$ cat src/srp_pkg.sv
// shared types, widths and codes of the stroke point resampler
package srp_pkg;

    localparam int XY_W         = 16;
    localparam int P_W          = 13;
    localparam int MAG_W        = XY_W;
    localparam int DLT_W        = XY_W + 1;
    localparam int SQ_W         = 2 * DLT_W;
    localparam int ROOT_W       = SQ_W / 2;
    localparam int DIVN_W       = MAG_W + 1;
    localparam int STEP_W       = 8;
    localparam int ACC_W        = DLT_W + 1;
    localparam int CFG_IDX_W    = 1;
    localparam int CFG_DATA_W   = 8;
    localparam int MAX_STEPS_DEF = 64;
    localparam int LANES        = 3;
    localparam int LANE_W       = 2;

    localparam logic [P_W-1:0]    P_FULL     = 13'd4096;
    localparam logic [STEP_W-1:0] STEP_RESET = 8'd32;
    localparam logic              MODE_RESET = 1'b1;

    localparam logic [LANE_W-1:0] LANE_X = 2'd0;
    localparam logic [LANE_W-1:0] LANE_Y = 2'd1;
    localparam logic [LANE_W-1:0] LANE_P = 2'd2;

    typedef enum logic [1:0] {
        OP_PRESS   = 2'd0,
        OP_DRAG    = 2'd1,
        OP_RELEASE = 2'd2,
        OP_NONE    = 2'd3
    } t_op;

    typedef enum logic [CFG_IDX_W-1:0] {
        CFG_MODE = 1'b0,
        CFG_STEP = 1'b1
    } t_cfg_idx;

    localparam logic MODE_SMOOTH   = 1'b0;
    localparam logic MODE_RESAMPLE = 1'b1;

    typedef struct packed {
        t_op                     operation;
        logic                    layer_visible;
        logic signed [XY_W-1:0]  pos_x;
        logic signed [XY_W-1:0]  pos_y;
        logic [P_W-1:0]          pen_pressure;
    } t_in_item;

    typedef struct packed {
        logic signed [XY_W-1:0]  point_x;
        logic signed [XY_W-1:0]  point_y;
        logic [P_W-1:0]          point_pressure;
        logic                    last;
    } t_out_item;

endpackage

$ cat src/stroke_point_resampler_unit.sv
// stroke point resampler top level: event decode, sequencing and point stepping
//
//  channel   direction  handshake               payload
//  in        into       i_in_valid / o_in_stall  i_in_item  (srp_pkg::t_in_item)
//  out       out of     o_out_valid / i_out_stall o_out_item (srp_pkg::t_out_item)
//  cfg       into       i_cfg_we                i_cfg_idx, i_cfg_data
//
//  release and ignored items pass back to back; a press holds the input in S_ONE
//  until its point is taken into the point register. a drag holds it through sum
//  of squares and square root, then smoothing emits at most one point via S_ONE,
//  while resampling adds step division, per-lane division and one point per cycle.
//  synchronous active-low reset; config returns to mode 1, step 32.
//  an output stall holds the point register and pauses point stepping.
module stroke_point_resampler_unit #(
    parameter int MAX_STEPS = srp_pkg::MAX_STEPS_DEF
) (
    input  logic                            i_clk,
    input  logic                            i_rst_n,
    input  logic                            i_in_valid,
    output logic                            o_in_stall,
    input  srp_pkg::t_in_item               i_in_item,
    output logic                            o_out_valid,
    input  logic                            i_out_stall,
    output srp_pkg::t_out_item              o_out_item,
    input  logic                            i_cfg_we,
    input  logic [srp_pkg::CFG_IDX_W-1:0]   i_cfg_idx,
    input  logic [srp_pkg::CFG_DATA_W-1:0]  i_cfg_data
);
    localparam int XW    = srp_pkg::XY_W;
    localparam int PW    = srp_pkg::P_W;
    localparam int MW    = srp_pkg::MAG_W;
    localparam int DW    = srp_pkg::DLT_W;
    localparam int AW    = srp_pkg::ACC_W;
    localparam int SW    = srp_pkg::STEP_W;
    localparam int RW    = srp_pkg::ROOT_W;
    localparam int NW    = srp_pkg::DIVN_W;
    localparam int SQW   = srp_pkg::SQ_W;
    localparam int LN    = srp_pkg::LANES;
    localparam int LW    = srp_pkg::LANE_W;
    localparam int CNT_W = $clog2(MAX_STEPS + 1);

    typedef enum logic [6:0] {
        S_IDLE = 7'b0000001,
        S_SQ   = 7'b0000010,
        S_SQRT = 7'b0000100,
        S_DIVN = 7'b0001000,
        S_DIVL = 7'b0010000,
        S_STEP = 7'b0100000,
        S_ONE  = 7'b1000000
    } t_state;

    function automatic logic [MW-1:0] f_mag(input logic signed [DW-1:0] d);
        logic signed [DW-1:0] t;
        t = d[DW-1] ? -d : d;
        return t[MW-1:0];
    endfunction

    // control
    t_state          r_state, n_state;
    logic            r_mode;
    logic [SW-1:0]   r_step;
    logic            r_open, n_open;
    logic signed [XW-1:0] r_prev_x, n_prev_x;
    logic signed [XW-1:0] r_prev_y, n_prev_y;
    logic [PW-1:0]   r_prev_p, n_prev_p;
    logic            r_sq_start, n_sq_start;
    logic            r_rt_start, n_rt_start;
    logic            r_dv_start, n_dv_start;
    logic            r_out_valid, n_out_valid;
    logic [LW-1:0]   r_lane, n_lane;
    logic [CNT_W-1:0] r_idx, n_idx;

    // payload
    logic signed [XW-1:0] r_pen_x, n_pen_x;
    logic signed [XW-1:0] r_pen_y, n_pen_y;
    logic [PW-1:0]   r_pen_p, n_pen_p;
    logic signed [DW-1:0] r_delta [LN];
    logic signed [DW-1:0] n_delta [LN];
    logic signed [AW-1:0] r_base [LN];
    logic signed [AW-1:0] n_base [LN];
    logic signed [AW-1:0] r_qs [LN];
    logic signed [AW-1:0] n_qs [LN];
    logic [SW-1:0]   r_rs [LN];
    logic [SW-1:0]   n_rs [LN];
    logic signed [AW-1:0] r_acc_q [LN];
    logic signed [AW-1:0] n_acc_q [LN];
    logic [SW-1:0]   r_acc_r [LN];
    logic [SW-1:0]   n_acc_r [LN];
    logic [CNT_W-1:0] r_steps, n_steps;
    logic [SW-1:0]   r_den, n_den;
    logic [NW-1:0]   r_dv_num, n_dv_num;
    logic [SW-1:0]   r_dv_den, n_dv_den;
    srp_pkg::t_out_item r_one, n_one;
    srp_pkg::t_out_item r_out, n_out;

    // engine results
    logic            sq_done;
    logic [SQW-1:0]  sq_sum;
    logic            rt_done;
    logic [RW-1:0]   rt_root;
    logic            rt_rem_nz;
    logic            dv_done;
    logic [NW-1:0]   dv_quot;
    logic [SW-1:0]   dv_rem;

    // helpers
    logic            accept;
    logic            out_free;
    logic [SW-1:0]   s_eff;
    logic [PW-1:0]   pp_sat;
    logic [CNT_W-1:0] sat_steps;
    logic [SW-1:0]   sat_den;
    logic            lane_neg;
    logic signed [AW-1:0] q_pos;
    logic signed [AW-1:0] lane_q;
    logic [SW-1:0]   lane_r;
    logic [LW-1:0]   next_lane;
    logic signed [DW+2:0] sm_t [2];
    logic [SW-1:0]   st_sum [LN];
    logic            st_cy [LN];
    logic [SW-1:0]   st_r [LN];
    logic signed [AW-1:0] st_q [LN];
    logic signed [AW-1:0] st_pt [LN];
    logic            st_last;

    srp_sumsq u_sumsq (
        .i_clk   (i_clk),
        .i_rst_n (i_rst_n),
        .i_start (r_sq_start),
        .i_a     (f_mag(r_delta[srp_pkg::LANE_X])),
        .i_b     (f_mag(r_delta[srp_pkg::LANE_Y])),
        .o_done  (sq_done),
        .o_sum   (sq_sum)
    );

    srp_isqrt u_isqrt (
        .i_clk    (i_clk),
        .i_rst_n  (i_rst_n),
        .i_start  (r_rt_start),
        .i_val    (sq_sum),
        .o_done   (rt_done),
        .o_root   (rt_root),
        .o_rem_nz (rt_rem_nz)
    );

    srp_div u_div (
        .i_clk   (i_clk),
        .i_rst_n (i_rst_n),
        .i_start (r_dv_start),
        .i_num   (r_dv_num),
        .i_den   (r_dv_den),
        .o_done  (dv_done),
        .o_quot  (dv_quot),
        .o_rem   (dv_rem)
    );

    assign accept   = i_in_valid && (r_state == S_IDLE);
    assign out_free = !r_out_valid || !i_out_stall;
    assign s_eff    = (r_step == '0) ? SW'(1) : r_step;
    assign pp_sat   = (i_in_item.pen_pressure > srp_pkg::P_FULL) ?
                      srp_pkg::P_FULL : i_in_item.pen_pressure;

    // step count saturation and doubled denominator
    always_comb begin
        if (dv_quot > NW'(MAX_STEPS)) begin
            sat_steps = CNT_W'(MAX_STEPS);
        end else begin
            sat_steps = dv_quot[CNT_W-1:0];
        end
        sat_den = SW'({sat_steps, 1'b0});
    end

    // floor division of a signed lane delta from the magnitude quotient
    always_comb begin
        lane_neg  = r_delta[r_lane][DW-1];
        q_pos     = AW'(dv_quot);
        next_lane = r_lane + LW'(1);
        if (!lane_neg) begin
            lane_q = q_pos;
            lane_r = dv_rem;
        end else if (dv_rem == '0) begin
            lane_q = -q_pos;
            lane_r = '0;
        end else begin
            lane_q = -q_pos - AW'(1);
            lane_r = r_den - dv_rem;
        end
    end

    // smoothing offset: floor((3 * delta + 2) / 4)
    always_comb begin
        for (int l = 0; l < 2; l++) begin
            sm_t[l] = ((DW + 3)'(r_delta[l]) <<< 1) + (DW + 3)'(r_delta[l]) +
                      (DW + 3)'(2);
        end
    end

    // per-lane incremental interpolation
    always_comb begin
        for (int l = 0; l < LN; l++) begin
            st_sum[l] = r_acc_r[l] + r_rs[l];
            st_cy[l]  = (st_sum[l] >= r_den);
            st_r[l]   = st_cy[l] ? st_sum[l] - r_den : st_sum[l];
            st_q[l]   = r_acc_q[l] + r_qs[l] + AW'(st_cy[l]);
            st_pt[l]  = r_base[l] + st_q[l];
        end
        st_last = (r_idx == r_steps);
    end

    always_comb begin
        n_state     = r_state;
        n_open      = r_open;
        n_prev_x    = r_prev_x;
        n_prev_y    = r_prev_y;
        n_prev_p    = r_prev_p;
        n_sq_start  = 1'b0;
        n_rt_start  = 1'b0;
        n_dv_start  = 1'b0;
        n_out_valid = r_out_valid && i_out_stall;
        n_lane      = r_lane;
        n_idx       = r_idx;
        n_pen_x     = r_pen_x;
        n_pen_y     = r_pen_y;
        n_pen_p     = r_pen_p;
        n_delta     = r_delta;
        n_base      = r_base;
        n_qs        = r_qs;
        n_rs        = r_rs;
        n_acc_q     = r_acc_q;
        n_acc_r     = r_acc_r;
        n_steps     = r_steps;
        n_den       = r_den;
        n_dv_num    = r_dv_num;
        n_dv_den    = r_dv_den;
        n_one       = r_one;
        n_out       = r_out;

        case (r_state)
            S_IDLE: begin
                if (accept) begin
                    case (i_in_item.operation)
                        srp_pkg::OP_PRESS: begin
                            if (i_in_item.layer_visible) begin
                                n_open   = 1'b1;
                                n_prev_x = i_in_item.pos_x;
                                n_prev_y = i_in_item.pos_y;
                                n_prev_p = pp_sat;
                                n_one    = '{point_x: i_in_item.pos_x,
                                             point_y: i_in_item.pos_y,
                                             point_pressure: pp_sat,
                                             last: 1'b1};
                                n_state  = S_ONE;
                            end
                        end
                        srp_pkg::OP_RELEASE: begin
                            n_open = 1'b0;
                        end
                        srp_pkg::OP_DRAG: begin
                            if (r_open) begin
                                n_pen_x = i_in_item.pos_x;
                                n_pen_y = i_in_item.pos_y;
                                n_pen_p = pp_sat;
                                n_delta[srp_pkg::LANE_X] = DW'(i_in_item.pos_x) -
                                                           DW'(r_prev_x);
                                n_delta[srp_pkg::LANE_Y] = DW'(i_in_item.pos_y) -
                                                           DW'(r_prev_y);
                                n_delta[srp_pkg::LANE_P] = $signed(DW'(pp_sat)) -
                                                           $signed(DW'(r_prev_p));
                                n_base[srp_pkg::LANE_X] = AW'(r_prev_x);
                                n_base[srp_pkg::LANE_Y] = AW'(r_prev_y);
                                n_base[srp_pkg::LANE_P] = $signed(AW'(r_prev_p));
                                n_sq_start = 1'b1;
                                n_state    = S_SQ;
                            end
                        end
                        default: begin
                        end
                    endcase
                end
            end
            S_SQ: begin
                if (sq_done) begin
                    n_rt_start = 1'b1;
                    n_state    = S_SQRT;
                end
            end
            S_SQRT: begin
                if (rt_done) begin
                    if (r_mode == srp_pkg::MODE_SMOOTH) begin
                        // strictly farther than one step
                        if (rt_root > RW'(s_eff) ||
                            (rt_root == RW'(s_eff) && rt_rem_nz)) begin
                            n_prev_x = r_prev_x + sm_t[0][XW+1:2];
                            n_prev_y = r_prev_y + sm_t[1][XW+1:2];
                            n_prev_p = r_pen_p;
                            n_one    = '{point_x: r_prev_x + sm_t[0][XW+1:2],
                                         point_y: r_prev_y + sm_t[1][XW+1:2],
                                         point_pressure: r_pen_p,
                                         last: 1'b1};
                            n_state  = S_ONE;
                        end else begin
                            n_state = S_IDLE;
                        end
                    end else if (rt_root < RW'(s_eff)) begin
                        n_state = S_IDLE;
                    end else begin
                        n_dv_num   = NW'(rt_root);
                        n_dv_den   = s_eff;
                        n_dv_start = 1'b1;
                        n_state    = S_DIVN;
                    end
                end
            end
            S_DIVN: begin
                if (dv_done) begin
                    n_steps    = sat_steps;
                    n_den      = sat_den;
                    n_lane     = srp_pkg::LANE_X;
                    n_dv_num   = {f_mag(r_delta[srp_pkg::LANE_X]), 1'b0};
                    n_dv_den   = sat_den;
                    n_dv_start = 1'b1;
                    n_state    = S_DIVL;
                end
            end
            S_DIVL: begin
                if (dv_done) begin
                    n_qs[r_lane] = lane_q;
                    n_rs[r_lane] = lane_r;
                    if (r_lane == srp_pkg::LANE_P) begin
                        for (int l = 0; l < LN; l++) begin
                            n_acc_q[l] = '0;
                            n_acc_r[l] = SW'(r_steps);
                        end
                        n_idx   = CNT_W'(1);
                        n_state = S_STEP;
                    end else begin
                        n_lane     = next_lane;
                        n_dv_num   = {f_mag(r_delta[next_lane]), 1'b0};
                        n_dv_start = 1'b1;
                    end
                end
            end
            S_STEP: begin
                if (out_free) begin
                    n_acc_q     = st_q;
                    n_acc_r     = st_r;
                    n_out       = '{point_x: st_pt[srp_pkg::LANE_X][XW-1:0],
                                    point_y: st_pt[srp_pkg::LANE_Y][XW-1:0],
                                    point_pressure: st_pt[srp_pkg::LANE_P][PW-1:0],
                                    last: st_last};
                    n_out_valid = 1'b1;
                    n_idx       = r_idx + CNT_W'(1);
                    if (st_last) begin
                        n_prev_x = r_pen_x;
                        n_prev_y = r_pen_y;
                        n_prev_p = r_pen_p;
                        n_state  = S_IDLE;
                    end
                end
            end
            S_ONE: begin
                if (out_free) begin
                    n_out       = r_one;
                    n_out_valid = 1'b1;
                    n_state     = S_IDLE;
                end
            end
            default: begin
                n_state = S_IDLE;
            end
        endcase
    end

    always_ff @(posedge i_clk) begin
        if (!i_rst_n) begin
            r_state     <= S_IDLE;
            r_open      <= 1'b0;
            r_prev_x    <= '0;
            r_prev_y    <= '0;
            r_prev_p    <= '0;
            r_sq_start  <= 1'b0;
            r_rt_start  <= 1'b0;
            r_dv_start  <= 1'b0;
            r_out_valid <= 1'b0;
            r_lane      <= '0;
            r_idx       <= '0;
        end else begin
            r_state     <= n_state;
            r_open      <= n_open;
            r_prev_x    <= n_prev_x;
            r_prev_y    <= n_prev_y;
            r_prev_p    <= n_prev_p;
            r_sq_start  <= n_sq_start;
            r_rt_start  <= n_rt_start;
            r_dv_start  <= n_dv_start;
            r_out_valid <= n_out_valid;
            r_lane      <= n_lane;
            r_idx       <= n_idx;
        end
    end

    always_ff @(posedge i_clk) begin
        r_pen_x  <= n_pen_x;
        r_pen_y  <= n_pen_y;
        r_pen_p  <= n_pen_p;
        r_delta  <= n_delta;
        r_base   <= n_base;
        r_qs     <= n_qs;
        r_rs     <= n_rs;
        r_acc_q  <= n_acc_q;
        r_acc_r  <= n_acc_r;
        r_steps  <= n_steps;
        r_den    <= n_den;
        r_dv_num <= n_dv_num;
        r_dv_den <= n_dv_den;
        r_one    <= n_one;
        r_out    <= n_out;
    end

    // configuration registers
    always_ff @(posedge i_clk) begin
        if (!i_rst_n) begin
            r_mode <= srp_pkg::MODE_RESET;
            r_step <= srp_pkg::STEP_RESET;
        end else if (i_cfg_we) begin
            case (i_cfg_idx)
                srp_pkg::CFG_MODE: r_mode <= i_cfg_data[0];
                srp_pkg::CFG_STEP: r_step <= i_cfg_data[SW-1:0];
                default: begin
                end
            endcase
        end
    end

    assign o_in_stall  = (r_state != S_IDLE);
    assign o_out_valid = r_out_valid;
    assign o_out_item  = r_out;

    a_step_idx_range: assert property (@(posedge i_clk) disable iff (!i_rst_n)
        (r_state == S_STEP) |-> (r_idx >= CNT_W'(1) && r_idx <= r_steps))
        else $error("point index outside the step count");

    a_step_rem_range: assert property (@(posedge i_clk) disable iff (!i_rst_n)
        (r_state == S_STEP) |->
        (r_acc_r[srp_pkg::LANE_X] < r_den && r_acc_r[srp_pkg::LANE_Y] < r_den &&
         r_acc_r[srp_pkg::LANE_P] < r_den))
        else $error("interpolation remainder not below denominator");

    a_last_lands_on_pen: assert property (@(posedge i_clk) disable iff (!i_rst_n)
        (r_state == S_STEP && out_free && st_last) |=>
        (r_state == S_IDLE && r_prev_x == o_out_item.point_x &&
         r_prev_y == o_out_item.point_y))
        else $error("final resampled point differs from stored position");

    a_more_points_pending: assert property (@(posedge i_clk) disable iff (!i_rst_n)
        (o_out_valid && !o_out_item.last) |-> (r_state == S_STEP))
        else $error("non-final point without further points in progress");

endmodule

$ cat src/srp_sumsq.sv
// bit-serial sum of two squares, one multiplier bit per cycle
module srp_sumsq (
    input  logic                       i_clk,
    input  logic                       i_rst_n,
    input  logic                       i_start,
    input  logic [srp_pkg::MAG_W-1:0]  i_a,
    input  logic [srp_pkg::MAG_W-1:0]  i_b,
    output logic                       o_done,
    output logic [srp_pkg::SQ_W-1:0]   o_sum
);
    localparam int MW = srp_pkg::MAG_W;
    localparam int SW = srp_pkg::SQ_W;
    localparam int CW = $clog2(MW);

    logic          r_busy;
    logic          r_second;
    logic          r_done;
    logic [CW-1:0] r_cnt;
    logic [SW-1:0] r_mc;
    logic [MW-1:0] r_mp;
    logic [MW-1:0] r_b;
    logic [SW-1:0] r_acc;
    logic [SW-1:0] n_acc;
    logic          wrap;

    assign n_acc = r_mp[0] ? r_acc + r_mc : r_acc;
    assign wrap  = (r_cnt == CW'(MW - 1));

    always_ff @(posedge i_clk) begin
        if (!i_rst_n) begin
            r_busy   <= 1'b0;
            r_second <= 1'b0;
            r_done   <= 1'b0;
            r_cnt    <= '0;
        end else begin
            r_done <= 1'b0;
            if (i_start) begin
                r_busy   <= 1'b1;
                r_second <= 1'b0;
                r_cnt    <= '0;
            end else if (r_busy) begin
                r_cnt <= r_cnt + CW'(1);
                if (wrap) begin
                    r_cnt <= '0;
                    if (!r_second) begin
                        r_second <= 1'b1;
                    end else begin
                        r_busy <= 1'b0;
                        r_done <= 1'b1;
                    end
                end
            end
        end
    end

    always_ff @(posedge i_clk) begin
        if (i_start) begin
            r_mc  <= SW'(i_a);
            r_mp  <= i_a;
            r_b   <= i_b;
            r_acc <= '0;
        end else if (r_busy) begin
            r_acc <= n_acc;
            r_mc  <= r_mc << 1;
            r_mp  <= r_mp >> 1;
            // second operand takes over after the first pass
            if (wrap && !r_second) begin
                r_mc <= SW'(r_b);
                r_mp <= r_b;
            end
        end
    end

    assign o_done = r_done;
    assign o_sum  = r_acc;

endmodule

$ cat src/srp_isqrt.sv
// digit-serial integer square root, one root bit per cycle
module srp_isqrt (
    input  logic                        i_clk,
    input  logic                        i_rst_n,
    input  logic                        i_start,
    input  logic [srp_pkg::SQ_W-1:0]    i_val,
    output logic                        o_done,
    output logic [srp_pkg::ROOT_W-1:0]  o_root,
    output logic                        o_rem_nz
);
    localparam int SW = srp_pkg::SQ_W;
    localparam int RW = srp_pkg::ROOT_W;
    localparam int EW = RW + 2;
    localparam int CW = $clog2(RW);

    logic          r_busy;
    logic          r_done;
    logic [CW-1:0] r_cnt;
    logic [SW-1:0] r_val;
    logic [RW-1:0] r_root;
    logic [EW-1:0] r_rem;
    logic [EW+1:0] sh;
    logic [EW+1:0] trial;
    logic          ge;
    logic [EW+1:0] diff;

    assign sh    = {r_rem, r_val[SW-1 -: 2]};
    assign trial = (EW + 2)'({r_root, 2'b01});
    assign ge    = (sh >= trial);
    assign diff  = ge ? sh - trial : sh;

    always_ff @(posedge i_clk) begin
        if (!i_rst_n) begin
            r_busy <= 1'b0;
            r_done <= 1'b0;
            r_cnt  <= '0;
        end else begin
            r_done <= 1'b0;
            if (i_start) begin
                r_busy <= 1'b1;
                r_cnt  <= '0;
            end else if (r_busy) begin
                r_cnt <= r_cnt + CW'(1);
                if (r_cnt == CW'(RW - 1)) begin
                    r_busy <= 1'b0;
                    r_done <= 1'b1;
                end
            end
        end
    end

    always_ff @(posedge i_clk) begin
        if (i_start) begin
            r_val  <= i_val;
            r_root <= '0;
            r_rem  <= '0;
        end else if (r_busy) begin
            r_val  <= r_val << 2;
            r_root <= {r_root[RW-2:0], ge};
            r_rem  <= diff[EW-1:0];
        end
    end

    assign o_done   = r_done;
    assign o_root   = r_root;
    assign o_rem_nz = |r_rem;

endmodule

$ cat src/srp_div.sv
// bit-serial restoring divider, one quotient bit per cycle
module srp_div (
    input  logic                        i_clk,
    input  logic                        i_rst_n,
    input  logic                        i_start,
    input  logic [srp_pkg::DIVN_W-1:0]  i_num,
    input  logic [srp_pkg::STEP_W-1:0]  i_den,
    output logic                        o_done,
    output logic [srp_pkg::DIVN_W-1:0]  o_quot,
    output logic [srp_pkg::STEP_W-1:0]  o_rem
);
    localparam int NW = srp_pkg::DIVN_W;
    localparam int DW = srp_pkg::STEP_W;
    localparam int CW = $clog2(NW);

    logic          r_busy;
    logic          r_done;
    logic [CW-1:0] r_cnt;
    logic [NW-1:0] r_q;
    logic [DW-1:0] r_rem;
    logic [DW-1:0] r_d;
    logic [DW:0]   t;
    logic          ge;
    logic [DW:0]   diff;

    assign t    = {r_rem, r_q[NW-1]};
    assign ge   = (t >= {1'b0, r_d});
    assign diff = ge ? t - {1'b0, r_d} : t;

    always_ff @(posedge i_clk) begin
        if (!i_rst_n) begin
            r_busy <= 1'b0;
            r_done <= 1'b0;
            r_cnt  <= '0;
        end else begin
            r_done <= 1'b0;
            if (i_start) begin
                r_busy <= 1'b1;
                r_cnt  <= '0;
            end else if (r_busy) begin
                r_cnt <= r_cnt + CW'(1);
                if (r_cnt == CW'(NW - 1)) begin
                    r_busy <= 1'b0;
                    r_done <= 1'b1;
                end
            end
        end
    end

    always_ff @(posedge i_clk) begin
        if (i_start) begin
            r_q   <= i_num;
            r_rem <= '0;
            r_d   <= i_den;
        end else if (r_busy) begin
            r_q   <= {r_q[NW-2:0], ge};
            r_rem <= diff[DW-1:0];
        end
    end

    assign o_done = r_done;
    assign o_quot = r_q;
    assign o_rem  = r_rem;

endmodule

$ cat config.mk
export PLATFORM = sky130hd
export DESIGN_NAME = stroke_point_resampler_unit
export DESIGN_NICKNAME = d
export VERILOG_FILES = /design/src/srp_pkg.sv /design/src/stroke_point_resampler_unit.sv /design/src/srp_sumsq.sv /design/src/srp_isqrt.sv /design/src/srp_div.sv
export SDC_FILE = /design/constraint.sdc
export NUM_CORES = 2
export LEC_CHECK = 0
export BUFFER_PORTS_ARGS = -buffer_cell sky130_fd_sc_hd__buf_2
export CAP_MARGIN = 20
export CORE_MARGIN = 2
export CORE_UTILIZATION = 60
export CTS_BUF_LIST = sky130_fd_sc_hd__clkbuf_16
export DETAILED_ROUTE_END_ITERATION = 8
export GPL_TIMING_DRIVEN = 1
export PLACE_DENSITY = 0.77
export SYNTH_ARGS = -nofsm -noshare
export SYNTH_HDL_FRONTEND = slang
export SYNTH_HIERARCHICAL = 1
export SYNTH_SLANG_ARGS = --single-unit
$ cat constraint.sdc
create_clock -name i_clk -period 17.6 [get_ports i_clk]
set_input_delay 1.76 -clock i_clk [delete_from_list [all_inputs] [get_ports i_clk]]
set_output_delay 1.76 -clock i_clk [all_outputs]
set_load 0.01 [all_outputs]
Word level (Yosys, flattened, before mapping)
Cells that the tools add are included.
- flip-flop bits (word level): 720
- output and inout port bits: 48
- $add $sub $neg: 38
- $lt $le $gt $ge: 12
- equal/unequal tests: 36
- multiplexer cells: 145
- bitwise logic cells: 8
- reduce and logical (&&, ||, !) cells: 50
- operator list (operator ; number):
    16-bit 2-to-1 mux ; 24
    46-bit 2-to-1 mux ; 8
    17-bit 2-to-1 mux ; 12
    46-bit one-hot mux with 2 select lines ; 2
    54-bit 2-to-1 mux ; 3
    7-bit 2-to-1 mux ; 17
    13-bit 2-to-1 mux ; 9
    54-bit one-hot mux with 2 select lines ; 1
    34-bit 2-to-1 mux ; 3
    8-bit 2-to-1 mux ; 12
    16-bit one-hot mux with 3 select lines ; 2
    24-bit 2-to-1 mux ; 3
    17-bit binary-select mux with 2-bit select ; 2
    16-bit adder ; 4
    18-bit by 1-bit adder with 18-bit output ; 3
    18-bit adder ; 3
    54-bit bitwise mux ; 1
    18-bit 2-to-1 mux ; 3
    17-bit one-hot mux with 3 select lines ; 1
    7-bit one-hot mux with 7 select lines ; 1
    16-bit negator ; 3
    24-bit one-hot mux with 2 select lines ; 1
    8-bit subtractor ; 5
    13-bit one-hot mux with 3 select lines ; 1
    other kinds (73) ; 165

Longest topological paths before layout
- depth after elaboration: 10
- gate-level depth with buffers: 32
- gate-level depth less buffers: 31

Hierarchy
The synthesis kept the hierarchy.
- by module, submodules not included (module ; instances ; cells an instance ; area an instance (um^2) ; seq. area each (um^2)):
    stroke_point_resampler_unit ; 1 ; 3075 ; 30798.3 ; 13482.9
    srp_sumsq ; 1 ; 643 ; 5721.7 ; 2622.5
    srp_isqrt ; 1 ; 404 ; 4197.8 ; 1881.8
    srp_div ; 1 ; 186 ; 2069.5 ; 1051.0

Worst setup path after synthesis
Ideal clock, no wire load.
- path kind: reg2reg
- start: reg r_rs[8] (netlist bit)
- end: reg r_out (netlist bit o_out_item[29]), data pin
- setup time: 0.265 ns
- arrival time: 5.855 ns
- data required time: 17.335 ns
- setup slack: 11.480 ns
- cell stages (with the launch flop): 32
- path buffers: 1
- period minus slack after synthesis: 6.120 ns
- path through: edfxtp_1 > ha_1 > fa_1 > a21oi_1 > nor2_1 > nor2_1 > xnor2_1 > ha_1 > a21boi_0 > o21ai_0 > nand3b_1 > a21o_1 > a21o_1 > clkbuf_1 > inv_1 > fa_1 > fa_1 > nor2b_1 > o21ai_1 > a21boi_0 > o21ai_1 > nand2_1 > xor2_1 > ha_1 > nand2_1 > o31ai_1 > o221ai_1 > a211o_1 > nor4bb_1 > a311oi_1 > xnor2_1 > o21ai_1
- RTL lines (what ; RTL line ; RTL):
    from (decl) ; stroke_point_resampler_unit.sv:83 ; logic [SW-1:0] r_rs [LN];
    from (signal assigned) ; stroke_point_resampler_unit.sv:409 ; r_rs <= n_rs;
    to (signal assigned) ; stroke_point_resampler_unit.sv:417 ; r_out <= n_out;
    to (decl) ; stroke_point_resampler_unit.sv:94 ; srp_pkg::t_out_item r_out, n_out;

==> impl_metrics.py <==
metrics = {
    "global_routing": {
        "track_usage": 0.303,
        "grt_antenna_before_repair": 4,
        "grt_max_degree": 87,
        "grt_pass1_wl_mm": 175,
        "grt_overflow": 0,
        "grt_pass1_vias": 30863,
    },
    "synth": {
        "syn_area_per_cell_sq_um": 9.93,
        "ys_warn_count": 6,
        "ys_ff_latch": 698,
        "synth_ff_type": "edfxtp_1",
        "syn_area_sq_um": 42800,
        "netlist.area_leader.share": 0.355,
        "synth_common_cells": "edfxtp_1 (506), nand2_1 (420), nor2_1 (382)",
        "synth_edf_count": 506,
        "yosysMostFrequentCell": "edfxtp_1",
        "yosysTopAreaCell": "edfxtp_1",
        "synth_area_leaders": "edfxtp_1 (36%), ha_1 (11%), dfxtp_1 (9.0%), xnor2_1 (4.1%), nand2_1 (3.7%)",
        "synth.distinct_cells": 115,
        "async_flop_share": 0,
        "ys_seq_area_frac": 0.445,
        "syn_nets": 4766,
        "synth_cells": 4308,
    },
    "setup_path": {
        "cp-start-kind": "register",
        "worst_path_max_delay_cell": "a21oi_2",
        "worstSetupEndpointType": "register",
        "crit_top_cell": "o21ai_0",
        "cp_max_fo": 8,
        "r2r_end": "o_out_item[45]",
        "critical-path-top-delay-family": "compound AO/OA/AOI/OAI gates",
        "slowest_delay_ps": 520,
        "cp.required_ps": 18070,
        "path_buf_inv": 1,
        "rrSetupSlack_ps": 10470,
        "crit_start": "r_rs[16]",
        "reg2regPathDepth": 29,
        "r2r_start": "r_rs[16]",
        "arrival_ps": 7610,
        "critPathKind": "reg2reg",
    },
    "min_path": {
        "min-delay-start": "r_dv_den[6]",
        "whs_path_depth": 0,
        "min_to": "u_div/r_d[6]",
        "hold_class": "reg2reg",
    },
    "floorplan": {
        "row_count": 97,
        "core_area_sq_um": 70300,
        "die_area_sq_um": 73500,
        "die_w_microns": 271,
        "start_util": 0.609,
        "die_h_microns": 271,
        "pin_count": 110,
    },
    "sta": {
        "worstMarginPinSlew_ps": 1100,
        "post-route-period-util": 0.405,
        "setup_viol": 0,
        "clock.fmax_mhz": 140,
        "slew_headroom": 0.265,
        "rsz0062_at_grt": "false",
        "hold_violations": 0,
        "slew_violations": 0,
        "post-route-min-period_ps": 7130,
        "finClkSkew_ps": 34.3,
        "finalSetupTns_ps": 0,
    },
    "clock_network": {
        "ctsRootBufferMaster": "clkbuf_16",
        "clkSinkCount": 698,
        "clock_latency_ps": 640,
        "cts_hold_buf": 0,
        "h-tree-depth": 3,
        "cts_buffer_depth": 3,
        "post-cts-setup-buffer-count": 0,
        "cts_buffers": 76,
        "ctsResizeCount": 0,
        "cts_tree": "built",
        "clk_pin_slew_ps": 60,
    },
    "route": {
        "drt_first_pass_iters": 8,
        "vias": 33252,
        "viasPerCell": 6.17,
        "ant_nets": 0,
        "wire_per_inst_microns": 20.9,
        "drc_errors": 0,
        "drt_iter0_markers": 3490,
        "routed_wl_mm": 113,
    },
    "cells_and_area": {
        "syn_to_final_growth_pct": 9.17,
        "n_fill_cell": 5494,
        "post-route-util": 0.665,
        "final_area_sq_um": 46700,
        "nets": 4841,
        "diodes": 0,
        "final_cells": 5386,
        "drive_gt1_frac": 0.0852,
    },
    "placed_design": {
        "dp_hpwl_mm": 82.1,
        "gp_congestion": 0.961,
        "dp.cells": 5244,
        "placed_area_sq_um": 44200,
        "io_buffers": 109,
    },
    "outcome": {
        "status": "complete, no violations",
    },
    "pwr": {
        "power_leakage_nw": 18.5,
        "irDropWorstVdd_mv": 0.0873,
        "p_per_area_nw_per_um2": 91.4,
    },
    "run": {
        "drv_cap": 0,
    },
}
==> area by class of cell <==
| cell class | count | area (sq um) | share of cell area |
|---|---|---|---|
| well taps | 940 | 1180 | 0.0252 |
| clock inverters | 60 | 467 | 0.00999 |
| clock buffers | 81 | 2030 | 0.0434 |
| flip-flops and latches | 698 | 19000 | 0.408 |
| multi-input cells | 3168 | 22100 | 0.472 |
| inverters | 300 | 1130 | 0.0241 |
| repair buffers | 139 | 808 | 0.0173 |
==> layout by cell type, fill, tap and decap left out, types with 67 or more instances in the layout <==
cell	n
buf_2	109
nand3_1	99
a21oi_1	306
nand2_1	420
inv_1	307
dfxtp_1	189
edfxtp_1	506
mux2i_1	67
ha_1	371
clkbuf_16	82
nor2_1	381
o21ai_0	217
nor3_1	75
xor2_1	94
xnor2_1	202
==> logic make-up after synthesis <==
group                    after synthesis  synth area share
multiplexers                         125            0.0309
AO/OA/AOI/OAI                       1032             0.157
adder cells (fa/ha/maj)              396             0.120
XOR/XNOR                             298            0.0617
flip-flops                           698             0.445
buffers and inverters                442            0.0403
AND/OR/NAND/NOR                     1317             0.145
==> worst reg2reg max path, delay by kind of cell (launching register included) <==
| family | cells | cell delay (ps) |
|---|---|---|
| simple gates | 4 | 420 |
| buf+inv | 1 | 120 |
| fa+ha+maj | 6 | 1900 |
| flops | 1 | 370 |
| xor+xnor | 3 | 720 |
| compound gates | 15 | 3470 |
==> layer usage <==
metal	vias to the layer above	wire length (microns)	global-route usage
li1	15744	-	-
met4	6	3280	0.0961
met3	192	10300	0.0453
met5	-	38	0
met1	15935	50200	0.452
met2	1375	48800	0.453
==> sequential cells by signal (all words and copies together) (netlist names), 24 cells and up <==
| register | count |
|---|---|
| o_out_item | 46 |
| r_acc_q | 45 |
| r_acc_r | 24 |
| r_base | 45 |
| r_delta | 48 |
| r_one | 45 |
| r_qs | 45 |
| r_rs | 24 |
| u_isqrt/r_val | 34 |
| u_sumsq/o_sum | 34 |
| u_sumsq/r_mc | 34 |
==> worst max-delay path by stage <==
| stage | endpoint | slack (ps) | depth (start not counted) |
|---|---|---|---|
| final | o_out_item[45] | 10470 | 29 |
| after global routing | o_out_item[45] | 9900 | 30 |
| after CTS | o_out_item[45] | 10510 | 29 |
| after detailed placement | o_out_item[45] | 10640 | 29 |
| after global placement | o_out_item[45] | 10770 | 29 |
| after floorplan | o_out_item[29] | 11480 | 31 |
==> report_power, final <==
part	internal (W)	switching [W]
logic	0.000305	0.000458
clock network	0.000924	0.000677
registers	0.00184	0.0000617
total	0.00307	0.00120
==> stage by stage <==
stage               setup WS (ps)  hold WS [ps]  power (W)
finish                      10470           418    0.00427
global route                 9900           423    0.00443
CTS                         10510           419    0.00427
detailed placement          10640           405    0.00268
global placement            10770           405    0.00266
floorplan                   11480           400    0.00248
(Power assumes the default switching activity.)
